**config.mk**
```make
export PLATFORM = sky130hd
export DESIGN_NAME = tar_addr_pipe
export DESIGN_NICKNAME = d
export VERILOG_FILES = /design/src/rtl/tar_pkg.sv /design/src/rtl/tar_addr_pipe.sv
export SDC_FILE = /design/constraint.sdc
export NUM_CORES = 1
export LEC_CHECK = 0
export BUFFER_PORTS_ARGS = -buffer_cell sky130_fd_sc_hd__buf_2
export CORE_ASPECT_RATIO = 0.7
export CORE_MARGIN = 1
export CORE_UTILIZATION = 55
export CTS_CLUSTER_DIAMETER = 200
export CTS_CLUSTER_SIZE = 10
export DETAILED_ROUTE_END_ITERATION = 10
export GPL_ROUTABILITY_DRIVEN = 0
export GPL_TIMING_DRIVEN = 0
export PLACE_DENSITY = 0.7
export SYNTH_ARGS = -nofsm -noshare
export SYNTH_HDL_FRONTEND = slang
export SYNTH_SLANG_ARGS = --single-unit
```
**constraint.sdc**
```tcl
create_clock -name clk -period 31.1 [get_ports clk]
set_input_delay 4.665 -clock clk [delete_from_list [all_inputs] [get_ports clk]]
set_output_delay 4.665 -clock clk [all_outputs]
set_load 0.01 [all_outputs]
```
**src/rtl/tar_pkg.sv**
```systemverilog
// Shared types, command and register codes, and the divide-by-scale helper.
`timescale 1ns / 1ps

package tar_pkg;

  localparam logic [1:0] CMD_WR_GLYPH   = 2'd0;
  localparam logic [1:0] CMD_WR_ATTR    = 2'd1;
  localparam logic [1:0] CMD_SET_BORDER = 2'd2;
  localparam logic [1:0] CMD_RENDER     = 2'd3;

  localparam int CFG_INDEX_W = 3;
  localparam int CFG_DATA_W  = 11;

  localparam logic [CFG_INDEX_W-1:0] REG_TEXT_COLUMNS  = 3'd0;
  localparam logic [CFG_INDEX_W-1:0] REG_TEXT_ROWS     = 3'd1;
  localparam logic [CFG_INDEX_W-1:0] REG_SCALE         = 3'd2;
  localparam logic [CFG_INDEX_W-1:0] REG_START_LINE    = 3'd3;
  localparam logic [CFG_INDEX_W-1:0] REG_ACTIVE_PIXELS = 3'd4;
  localparam logic [CFG_INDEX_W-1:0] REG_ACTIVE_LINES  = 3'd5;

  localparam logic [6:0]  RST_TEXT_COLUMNS  = 7'd32;
  localparam logic [5:0]  RST_TEXT_ROWS     = 6'd24;
  localparam logic [2:0]  RST_SCALE         = 3'd2;
  localparam logic [9:0]  RST_START_LINE    = 10'd0;
  localparam logic [10:0] RST_ACTIVE_PIXELS = 11'd640;
  localparam logic [9:0]  RST_ACTIVE_LINES  = 10'd480;

  // index widths cover the largest stores the size parameters allow
  localparam int GIDX_W  = 16;
  localparam int AIDX_W  = 13;
  localparam int GLYPH_W = 8;
  localparam int ATTR_W  = 16;
  localparam int COLOR_W = 8;

  // reciprocals for x / d with x below 2^11, exact with a 16-bit shift
  localparam int RECIP_SHIFT = 16;
  localparam logic [15:0] RECIP_3 = 16'd21846;
  localparam logic [15:0] RECIP_5 = 16'd13108;
  localparam logic [15:0] RECIP_6 = 16'd10923;
  localparam logic [15:0] RECIP_7 = 16'd9363;

  typedef struct packed {
    logic [1:0]  command;
    logic [13:0] address;
    logic [15:0] write_data;
    logic [9:0]  video_line;
    logic [10:0] pixel_x;
  } cmd_item_t;

  typedef struct packed {
    logic [6:0]  text_columns;
    logic [5:0]  text_rows;
    logic [2:0]  scale;
    logic [9:0]  start_line;
    logic [10:0] active_pixels;
    logic [9:0]  active_lines;
  } geom_cfg_t;

  typedef struct packed {
    logic              valid;
    logic [1:0]        command;
    logic [13:0]       address;
    logic [15:0]       write_data;
    logic              border;
    logic [GIDX_W-1:0] gidx;
    logic [AIDX_W-1:0] aidx;
    logic [2:0]        bit_sel;
  } pix_req_t;

  // scale of zero behaves as one
  function automatic logic [10:0] div_by_scale(input logic [10:0] x, input logic [2:0] d);
    logic [26:0] p;
    p = '0;
    case (d)
      3'd2: p = {16'd0, x} << (RECIP_SHIFT - 1);
      3'd3: p = 27'(x) * 27'(RECIP_3);
      3'd4: p = {16'd0, x} << (RECIP_SHIFT - 2);
      3'd5: p = 27'(x) * 27'(RECIP_5);
      3'd6: p = 27'(x) * 27'(RECIP_6);
      3'd7: p = 27'(x) * 27'(RECIP_7);
      default: p = {16'd0, x} << RECIP_SHIFT;
    endcase
    return p[RECIP_SHIFT+10:RECIP_SHIFT];
  endfunction

endpackage

```
**src/rtl/tar_addr_pipe.sv**
```systemverilog
// Four-stage geometry pipeline: scaling, borders, area test and store indices.
`timescale 1ns / 1ps

module tar_addr_pipe #(
  parameter int MAX_COLUMNS = 64,
  parameter int MAX_ROWS    = 32
) (
  input  logic                clk,
  input  logic                rst,
  input  logic                adv,
  input  logic                in_valid,
  input  tar_pkg::cmd_item_t  in_item,
  input  tar_pkg::geom_cfg_t  cfg,
  output tar_pkg::pix_req_t   req
);
  import tar_pkg::*;

  localparam int GLYPH_DEPTH = MAX_COLUMNS * MAX_ROWS * 8;
  localparam int ATTR_DEPTH  = MAX_COLUMNS * MAX_ROWS;

  typedef struct packed {
    logic        valid;
    cmd_item_t   item;
    logic        pre_start;
    logic [9:0]  diff;
    logic [10:0] hres;
    logic [9:0]  vres;
    logic [2:0]  sc;
    logic [7:0]  cols;
    logic [6:0]  rows;
  } st1_t;

  typedef struct packed {
    logic        valid;
    cmd_item_t   item;
    logic        pre_start;
    logic [9:0]  sline;
    logic [10:0] hres;
    logic [9:0]  vres;
    logic [10:0] hb;
    logic [9:0]  vb;
    logic [7:0]  cols;
    logic [10:0] tw;
    logic [9:0]  th;
  } st2_t;

  typedef struct packed {
    logic        valid;
    logic [1:0]  command;
    logic [13:0] address;
    logic [15:0] write_data;
    logic        border;
    logic [9:0]  vline;
    logic [7:0]  col;
    logic [2:0]  bit_sel;
    logic [7:0]  cols;
  } st3_t;

  st1_t     s1, s1_next;
  st2_t     s2, s2_next;
  st3_t     s3, s3_next;
  pix_req_t s4_next;

  logic [7:0]  tc_ext;
  logic [6:0]  tr_ext;
  logic [10:0] px;
  logic [9:0]  vline;
  logic [17:0] gfull;
  logic [14:0] afull;

  // stage 1: line offset, scaled resolution, saturated text size
  always_comb begin
    tc_ext            = {1'b0, cfg.text_columns};
    tr_ext            = {1'b0, cfg.text_rows};
    s1_next.valid     = in_valid;
    s1_next.item      = in_item;
    s1_next.pre_start = in_item.video_line < cfg.start_line;
    s1_next.diff      = in_item.video_line - cfg.start_line;
    s1_next.hres      = div_by_scale(cfg.active_pixels, cfg.scale);
    s1_next.vres      = 10'(div_by_scale({1'b0, cfg.active_lines}, cfg.scale));
    s1_next.sc        = cfg.scale;
    s1_next.cols      = (tc_ext > 8'(MAX_COLUMNS)) ? 8'(MAX_COLUMNS) : tc_ext;
    s1_next.rows      = (tr_ext > 7'(MAX_ROWS)) ? 7'(MAX_ROWS) : tr_ext;
  end

  // stage 2: scaled line and centring borders
  always_comb begin
    s2_next.valid     = s1.valid;
    s2_next.item      = s1.item;
    s2_next.pre_start = s1.pre_start;
    s2_next.sline     = 10'(div_by_scale({1'b0, s1.diff}, s1.sc));
    s2_next.hres      = s1.hres;
    s2_next.vres      = s1.vres;
    s2_next.cols      = s1.cols;
    s2_next.tw        = {s1.cols, 3'b000};
    s2_next.th        = {s1.rows, 3'b000};
    s2_next.hb        = (s1.hres > s2_next.tw) ? ((s1.hres - s2_next.tw) >> 1) : 11'd0;
    s2_next.vb        = (s1.vres > s2_next.th) ? ((s1.vres - s2_next.th) >> 1) : 10'd0;
  end

  // stage 3: inside-area test
  always_comb begin
    vline              = s2.sline - s2.vb;
    px                 = s2.item.pixel_x - s2.hb;
    s3_next.valid      = s2.valid;
    s3_next.command    = s2.item.command;
    s3_next.address    = s2.item.address;
    s3_next.write_data = s2.item.write_data;
    s3_next.border     = s2.pre_start
                       || (s2.sline < s2.vb)
                       || (s2.sline >= s2.vres - s2.vb)
                       || (vline >= s2.th)
                       || (s2.item.pixel_x >= s2.hres)
                       || (s2.item.pixel_x < s2.hb)
                       || (px >= s2.tw);
    s3_next.vline      = vline;
    s3_next.col        = px[10:3];
    s3_next.bit_sel    = px[2:0];
    s3_next.cols       = s2.cols;
  end

  // stage 4: glyph byte and attribute cell indices
  always_comb begin
    gfull              = {8'd0, s3.vline} * {10'd0, s3.cols} + {10'd0, s3.col};
    afull              = {8'd0, s3.vline[9:3]} * {7'd0, s3.cols} + {7'd0, s3.col};
    s4_next.valid      = s3.valid;
    s4_next.command    = s3.command;
    s4_next.address    = s3.address;
    s4_next.write_data = s3.write_data;
    s4_next.border     = s3.border
                       || (32'(gfull) >= 32'(GLYPH_DEPTH))
                       || (32'(afull) >= 32'(ATTR_DEPTH));
    s4_next.gidx       = GIDX_W'(gfull);
    s4_next.aidx       = AIDX_W'(afull);
    s4_next.bit_sel    = s3.bit_sel;
  end

  always_ff @(posedge clk) begin
    if (rst) begin
      s1.valid  <= 1'b0;
      s2.valid  <= 1'b0;
      s3.valid  <= 1'b0;
      req.valid <= 1'b0;
    end else if (adv) begin
      s1  <= s1_next;
      s2  <= s2_next;
      s3  <= s3_next;
      req <= s4_next;
    end
  end

endmodule

```
==> flow_summary.toml, run 1 <==
[global_routing]
grt_overflow_total = 0
grt_max_degree = 40
antenna_found_initial = 1
grt_pass1_wl_mm = 124
grt_util_all_layers_pct = 24.0
grt_pass1_vias = 24900

[finish]
drive_above_1_share_pct = 7.27
mostFrequentLayoutCells = "inv_1 (726), ha_1 (712), edfxtp_1 (324)"
fin_nets = 4596
final_common_cell = "inv_1"
syn_to_final_growth_pct = 8.81
nFillCells = 4997
final_area_sq_um = 37900
n_antenna_cell = 0
post-route-util_pct = 61.1

[clocking]
clk_pin_slew_worst_paths_ns = 0.05
insertion_delay_ns = 0.53
cts_resized = 0
cts_hold_buffers = 0
cts_tree = "yes"
htreeDepth = 2
cts_root_buf = "clkbuf_16"
numCtsBuffers = 38
post-cts-setup-buffer-count = 0
clock-sinks = 328
clock_path_buffers = 3

[route]
dr.pass1.iters = 6
drt_iter0_markers = 1605
drtAntennaViolNets = 0
drc_errors = 0
vias = 23700
routedWlPerCell_um = 17.6
drt-vias-per-instance = 5.51
finalWirelength_mm = 75.6

[power]
ir_worst_vdd_mv = 0.0646
p_leak_nw = 19.1
finalPower_mw = 2.89
power_density_nw_per_um2 = 76.1

[synthesis]
synth_cell_types = 83
synth_edf_count = 324
synth_cells = 3254
ys_ff_latch = 328
syn_area_sq_um = 34900
synth_top_area_share_pct = 27.9
async_flop_share_pct = 0
synth_largest_area_cell = "edfxtp_1"
syn_avg_cell_area_sq_um = 10.7
synth_nets = 4379
ys.flop_type = "edfxtp_1"
synth.area.top_cells = "edfxtp_1 (28%), ha_1 (26%), fa_1 (18%)"
ys_seq_area_share_pct = 28.1
yosysWarningCount = 0

[place]
io_buffer_count = 168
placed_cell_area_sq_um = 36900
hpwl_mm = 62.6

[floorplanning]
placement_rows = 76
io_pins = 170
die-area_sq_um = 64400
dieHeight_um = 213
coreArea_sq_um = 62100
start_util_pct = 56.2
die_x_um = 303

[worst_setup_path]
worst_ep_arrival_time_ns = 10.34
r2r_slack_ns = 24.47
crit_path_start_kind = "primary input"
r2r_end = "s2[78]"
required_ns = 31.34
reg2reg_from = "s1[47]"
rr_worst_depth = 19
crit_fanout = 10
worstSetupPathType = "in -> reg"
end_kind = "register"

[timing]
max_freq_ghz = 0.0990
drv_slew = 0
relSlewSlack_pct = 25.5
finClkSkew_ns = 0.0220
fin_setup_tns_ns = 0
tightest_slew_ns = 1.12
finalCritPeriodShare_pct = 32.5
period_minus_slack_ns = 10.10
setup_viol = 0
hold_viol_final = 0
rsz0062_at_grt = "no"

[hold_path]
min_path_type = "reg -> reg"
holdPathEnd = "s2[124]"
min-delay-start = "s1[92]"
whs_path_depth = 0

[run]
cap_violations = 0

[status]
status = "finished, final reports clean"
through the flow:
stage / instances / setup slack (ns) / hold WS [ns]
after floorplan: 3254 / 10.92 / 0.400
after global placement: 4241 / 6.13 / 0.400
after detailed placement: 4250 / 20.52 / 0.405
after CTS: 4297 / 21.05 / 0.412
after global routing: 4297 / 20.84 / 0.418
final: 4297 / 21.00 / 0.413
cell usage after synthesis (10+ instances only):
master    number
o21a_1        19
xnor2_1       71
edfxtp_1     324
a211oi_1      12
nor2_1       120
o211ai_1      13
clkbuf_1      24
nand2_1      138
inv_1        726
a31oi_1       23
o21ai_0      100
and3_1        12
and2_1        55
nor2b_1       44
or3_1         13
nor3_1        32
nand2b_1      14
a21oi_1      114
o22ai_1       12
a21boi_0      20
fa_1         309
nand4_1       17
xor2_1        41
o32a_1        10
a22oi_1       10
nand3_1       41
a21o_1        57
or2_2         13
mux2i_1       12
ha_1         712
cell families (layout without fill, tap and decap cells):
kind of cell	after synthesis	in the layout	synth area share, %
DFF	328	328	28.1
muxes	17	17	0.603
xor gates and xnor gates	112	112	2.81
buffers and inverters	756	980	8.14
and+or+nand+nor	535	535	7.68
AOI/OAI and AO/OA	485	485	9.34
adders and majority gates	1021	1021	43.3
routing by layer:
layer	up-vias	share of wire [%]	GRT usage (%)
met5	-	0	0
met4	0	1.7	4.92
met3	135	6.6	4.25
met2	662	46	39.5
met1	11400	46	33.5
li1	11500	-	-
power by group:
group	switching, mW	internal (mW)
sequential	0.0256	0.569
clock	0.159	0.223
combinational	1.09	0.818
total	1.28	1.61
registers in the layout, summed over array words and instances (netlist names):
register	count
s1	92
req	66
s2	108
s3	62
final cells by class:
| cell class | count | area [sq um] | area share [%] |
|---|---|---|---|
| Multi-Input combinational cell | 2170 | 22200 | 58.6 |
| Sequential cell | 328 | 9810 | 25.9 |
| Inverter | 728 | 2730 | 7.20 |
| Timing Repair Buffer | 177 | 1030 | 2.71 |
| Tap cell | 819 | 1020 | 2.70 |
| Clock buffer | 45 | 998 | 2.63 |
| Buffer | 28 | 105 | 0.277 |
| Clock inverter | 2 | 12.5 | 0.0330 |
critical path: stages:
cell      delay [ns]
buf_2           0.28
inv_1           0.17
ha_1            0.36
inv_1           0.14
fa_1            0.55
inv_1           0.05
fa_1            0.54
fa_1            0.46
fa_1            0.56
inv_1           0.04
ha_1            0.20
a22oi_1         0.21
o211ai_1        0.16
a31oi_1         0.32
nand3b_1        0.19
a21oi_1         0.22
xor2_1          0.38
nor2_1          0.07
a31o_2          0.24
mux4_2          0.52
how the worst max path moves through the flow:
stage / from / to / cells after the start
after global routing: cfg[19] / s1[31] / 20
after CTS: cfg[19] / s1[30] / 20
after global placement: adv / s1[73] / 2
final: cfg[19] / s1[30] / 20
after floorplan: adv / req[0] / 2
after detailed placement: cfg[19] / s1[30] / 20
Power figures use the tool's default switching activity.
==> run 2, diff against run 1 <==
--- a/config.mk
+++ b/config.mk
@@ -14,7 +14,7 @@
 export DETAILED_ROUTE_END_ITERATION = 10
 export GPL_ROUTABILITY_DRIVEN = 0
 export GPL_TIMING_DRIVEN = 0
-export PLACE_DENSITY = 0.7
+export PLACE_DENSITY = 0.73
 export SYNTH_ARGS = -nofsm -noshare
 export SYNTH_HDL_FRONTEND = slang
 export SYNTH_SLANG_ARGS = --single-unit
==> constraint.sdc (replaced) <==
create_clock -name clk -period 8.6 [get_ports clk]
set_input_delay 1.29 -clock clk [delete_from_list [all_inputs] [get_ports clk]]
set_output_delay 1.29 -clock clk [all_outputs]
set_load 0.01 [all_outputs]
==> flow_summary.toml, run 2 (synthesized netlist as in run 1, its figures left out) <==
[status]
status = "finished, final reports clean"

[global_routing]
grt_util_all_layers_pct = 23.4
grt_overflow_total = 0
grt_pass1_vias = 23400
grt_max_degree = 38
grt_pass1_wl_mm = 120
antenna_found_initial = 1

[place]
placed_cell_area_sq_um = 36900
io_buffer_count = 168
pre_cts_slack_ns = 1.53
placedCellCount = 4251
hpwl_mm = 60.1

[route]
drc_errors = 0
dr.pass1.iters = 5
drt-vias-per-instance = 5.39
drtAntennaViolNets = 0
routedWlPerCell_um = 16.8
drt_iter0_markers = 1566
finalWirelength_mm = 72.3
vias = 23200

[finish]
n_antenna_cell = 0
largest_reg_flops = 108
fin_nets = 4597
multi_input_area_sq_um = 22200
final_common_cell = "inv_1"
final_area_sq_um = 38000
reg_top3 = "s2 x108, s1 x92, req x66"
nFillCells = 5071
mostFrequentLayoutCells = "inv_1 (726), ha_1 (712), edfxtp_1 (324)"
post-route-util_pct = 61.1
area.sequential_sq_um = 9810
final_cells = 4299
regMostFlops = "s2"
drive_above_1_share_pct = 7.33
syn_to_final_growth_pct = 8.84

[clocking]
numCtsBuffers = 38
cts_hold_buffers = 0
cts_resized = 0
clock-sinks = 328
htreeDepth = 2
clock_path_buffers = 3
cts_root_buf = "clkbuf_16"
insertion_delay_ns = 0.56
post-cts-setup-buffer-count = 0
clk_pin_slew_worst_paths_ns = 0.05
cts_tree = "yes"

[power]
clock_power_share_pct = 13.4
seq_power_share_pct = 20.7
power_density_nw_per_um2 = 273
p_switching_mw = 4.58
finalPower_mw = 10.4
internal_power_mw = 5.78
p_leak_nw = 19.1
p_comb_share_pct = 65.9
ir_worst_vdd_mv = 0.277
swShare_pct = 44.2

[timing]
finalCritPeriodShare_pct = 76.7
tightest_slew_ns = 1.07
rsz0062_at_grt = "no"
setup_viol = 0
drv_slew = 0
relSlewSlack_pct = 28.9
period_minus_slack_ns = 6.60
setup_slack_ns = 2.00
finClkSkew_ns = 0.0482
max_freq_ghz = 0.152
hold_viol_final = 0

[worst_setup_path]
required_ns = 8.87
end_kind = "register"
rr_worst_depth = 19
worst_ep_arrival_time_ns = 6.87
r2r_end = "s2[78]"
r2r_slack_ns = 2.22
reg2reg_from = "s1[47]"
startpoint = "cfg[19]"
worstSetupPathType = "in -> reg"
crit_path_start_kind = "primary input"
crit_fanout = 10
critPathCapture = "s1[30]"

[floorplanning]
die-area_sq_um = 64400
placement_rows = 76
coreArea_sq_um = 62100
dieHeight_um = 213
start_util_pct = 56.2
die_x_um = 303
io_pins = 170

[run]
cap_violations = 0

[hold_path]
min_path_type = "reg -> reg"
run 2: area by class of cell:
cell class              count  share of cell area, %
plain buffers              28                  0.277
clock buffers              44                   2.56
clock inverters             4                 0.0989
inverters                 728                   7.20
multi-input cells        2170                   58.6
flip-flops and latches    328                   25.8
well taps                 819                   2.70
repair buffers            178                   2.74
run 2: worst min path at each step:
stage	startpoint	end	depth (start not counted)
after floorplan	s3[8]	req[0]	0
after global placement	s1[76]	s2[108]	0
after CTS	s3[36]	req[39]	0
after detailed placement	s3[8]	req[0]	0
after global routing	s3[36]	req[39]	0
final	s3[36]	req[39]	0
run 2: stage by stage:
step	hold WS (ns)	setup TNS [ns]
4_1_cts	0.388	0
2_1_floorplan	0.400	0
6_report	0.384	0
3_3_place_gp	0.400	-36.50
3_5_place_dp	0.405	0
5_1_grt	0.403	0
run 2: power groups by stage:
stage | registers [mW] | logic (mW) | clock network (mW)
2_1_floorplan | 2.19 | 5.07 | 0
3_3_place_gp | 2.19 | 6.55 | 0
3_5_place_dp | 2.18 | 6.72 | 0
4_1_cts | 2.15 | 6.80 | 1.42
5_1_grt | 2.16 | 7.83 | 1.47
6_report | 2.15 | 6.83 | 1.39
run 2: routing by layer:
layer / part of all wire (%) / vias up / wire length [um] / track usage [%]
li1: - / 11500 / - / -
met2: 42 / 677 / 30700 / 35.1
met4: 1.5 / 2 / 1100 / 4.92
met1: 48 / 10900 / 35000 / 35.1
met3: 7.6 / 83 / 5500 / 4.44
met5: 0.018 / - / 13 / 0
run 2: worst max-delay path, cell delays in order:
cell and delay (ns):
buf_2 0.29, inv_1 0.17, ha_1 0.36, inv_1 0.12, fa_1 0.55, inv_1 0.05
fa_1 0.55, fa_1 0.45, fa_1 0.55, inv_1 0.05, ha_1 0.21, a22oi_1 0.18
o211ai_1 0.13, a31oi_1 0.27, nand3b_1 0.17, a21oi_1 0.21, xor2_1 0.43, nor2_1 0.07
a31o_2 0.24, mux4_2 0.51
==> run 3, diff against run 2 <==
--- a/config.mk
+++ b/config.mk
@@ -14,7 +14,7 @@
 export DETAILED_ROUTE_END_ITERATION = 10
 export GPL_ROUTABILITY_DRIVEN = 0
 export GPL_TIMING_DRIVEN = 0
-export PLACE_DENSITY = 0.73
+export PLACE_DENSITY = 0.7
 export SYNTH_ARGS = -nofsm -noshare
 export SYNTH_HDL_FRONTEND = slang
 export SYNTH_SLANG_ARGS = --single-unit
==> constraint.sdc (replaced) <==
create_clock -name clk -period 6.9 [get_ports clk]
set_input_delay 1.035 -clock clk [delete_from_list [all_inputs] [get_ports clk]]
set_output_delay 1.035 -clock clk [all_outputs]
set_load 0.01 [all_outputs]
==> flow_summary.toml, run 3 (synthesized netlist as in run 1, its figures left out) <==
[status]
status = "finished, final reports clean"

[clocking]
cts_tree = "yes"
clk_pin_slew_worst_paths_ns = 0.06
clock_path_buffers = 3
insertion_delay_ns = 0.55
numCtsBuffers = 38
post-cts-setup-buffer-count = 0
cts_root_buf = "clkbuf_16"
htreeDepth = 2
cts_hold_buffers = 0
cts_resized = 0
clock-sinks = 328

[power]
finalPower_mw = 13.0
p_leak_nw = 19.1
ir_worst_vdd_mv = 0.300
power_density_nw_per_um2 = 343

[finish]
largest_reg_flops = 108
final_common_cell = "inv_1"
fin_nets = 4597
nFillCells = 5033
syn_to_final_growth_pct = 8.89
multi_input_area_sq_um = 22200
mostFrequentLayoutCells = "inv_1 (726), ha_1 (712), edfxtp_1 (324)"
area.sequential_sq_um = 9810
reg_top3 = "s2 x108, s1 x92, req x66"
drive_above_1_share_pct = 7.30
regMostFlops = "s2"
n_antenna_cell = 0
final_area_sq_um = 38000

[timing]
max_freq_ghz = 0.153
fin_setup_tns_ns = 0
rsz0062_at_grt = "no"
whs_ns = 0.407
drv_slew = 0
finClkSkew_ns = 0.0354
relSlewSlack_pct = 27.5
setup_viol = 0
period_minus_slack_ns = 6.55
hold_viol_final = 0
tightest_slew_ns = 1.09
finalCritPeriodShare_pct = 94.9

[place]
placed_cell_area_sq_um = 37000
hpwl_mm = 62.7
io_buffer_count = 168

[floorplanning]
placement_rows = 76
dieHeight_um = 213
coreArea_sq_um = 62100
start_util_pct = 56.2
io_pins = 170
die-area_sq_um = 64400
die_x_um = 303

[route]
drc_errors = 0
dr.pass1.iters = 8
vias = 23800
drt_iter0_markers = 1521
drt-vias-per-instance = 5.53
routedWlPerCell_um = 17.5
finalWirelength_mm = 75.1
drtAntennaViolNets = 0

[global_routing]
grt_pass1_wl_mm = 123
grt_pass1_vias = 24500
grt_overflow_total = 0
grt_util_all_layers_pct = 23.9
grt_max_degree = 39
antenna_found_initial = 1

[worst_setup_path]
required_ns = 7.20
crit_path_start_kind = "register"
worstSetupPathType = "reg -> reg"
crit_fanout = 12
worst_ep_arrival_time_ns = 6.85
r2r_slack_ns = 0.35
end_kind = "register"

[hold_path]
min_path_type = "reg -> reg"

[run]
cap_violations = 0
[run 3: changes by cell type in the layout (fill, tap and decap cells not counted), sizes merged]
cell	previous run	this run
inv	728	727
clkinv	4	3
clkbuf	68	69
[run 3: where the power goes]
group / switching, mW / internal, mW
clock network: 0.714 / 1.00
logic: 4.96 / 3.68
registers: 0.115 / 2.56
[run 3: cell type report]
class	instances	area share, %
Clock buffer	45	2.63
Clock inverter	2	0.0330
Multi-Input combinational cell	2170	58.5
Timing Repair Buffer	178	2.78
Inverter	728	7.20
Sequential cell	328	25.8
Tap cell	819	2.70
Buffer	28	0.277
[run 3: worst paths after layout]
| kind | cells past startpoint | start | end |
|---|---|---|---|
| min | 0 | s1[81] | s2[113] |
| max | 19 | s1[47] | s2[78] |
| max reg2reg | 19 | s1[47] | s2[78] |
| min reg2reg | 0 | s1[81] | s2[113] |
[run 3: per-layer routing]
metal | share of wire, % | global-route usage [%] | vias to the layer above
met5 | 0.017 | 0 | -
met4 | 1.8 | 5.27 | 2
met3 | 6.0 | 3.53 | 125
met2 | 46 | 38.9 | 686
met1 | 47 | 33.9 | 11500
li1 | - | - | 11500
[run 3: through the flow]
stage	setup slack, ns	std cells	util [%]
2_1_floorplan	0.246	3254	-
5_1_grt	0.0925	4298	61.1
4_1_cts	0.463	4298	61.1
3_3_place_gp	-1.37	4241	59.2
3_5_place_dp	-0.00218	4251	59.5
6_report	0.349	4298	61.1
[run 3: worst max-delay path, cell delays in order (launching register included)]
cell      delay (ns)
edfxtp_1        0.82
inv_1           0.19
ha_1            0.34
inv_1           0.15
fa_1            0.56
inv_1           0.05
fa_1            0.50
inv_1           0.05
fa_1            0.53
fa_1            0.44
ha_1            0.33
o21ai_0         0.16
o21ai_0         0.19
nand3_1         0.19
nand3_1         0.09
a31oi_1         0.33
nor2_1          0.07
o41ai_1         0.70
o221ai_1        0.24
o32a_1          0.37
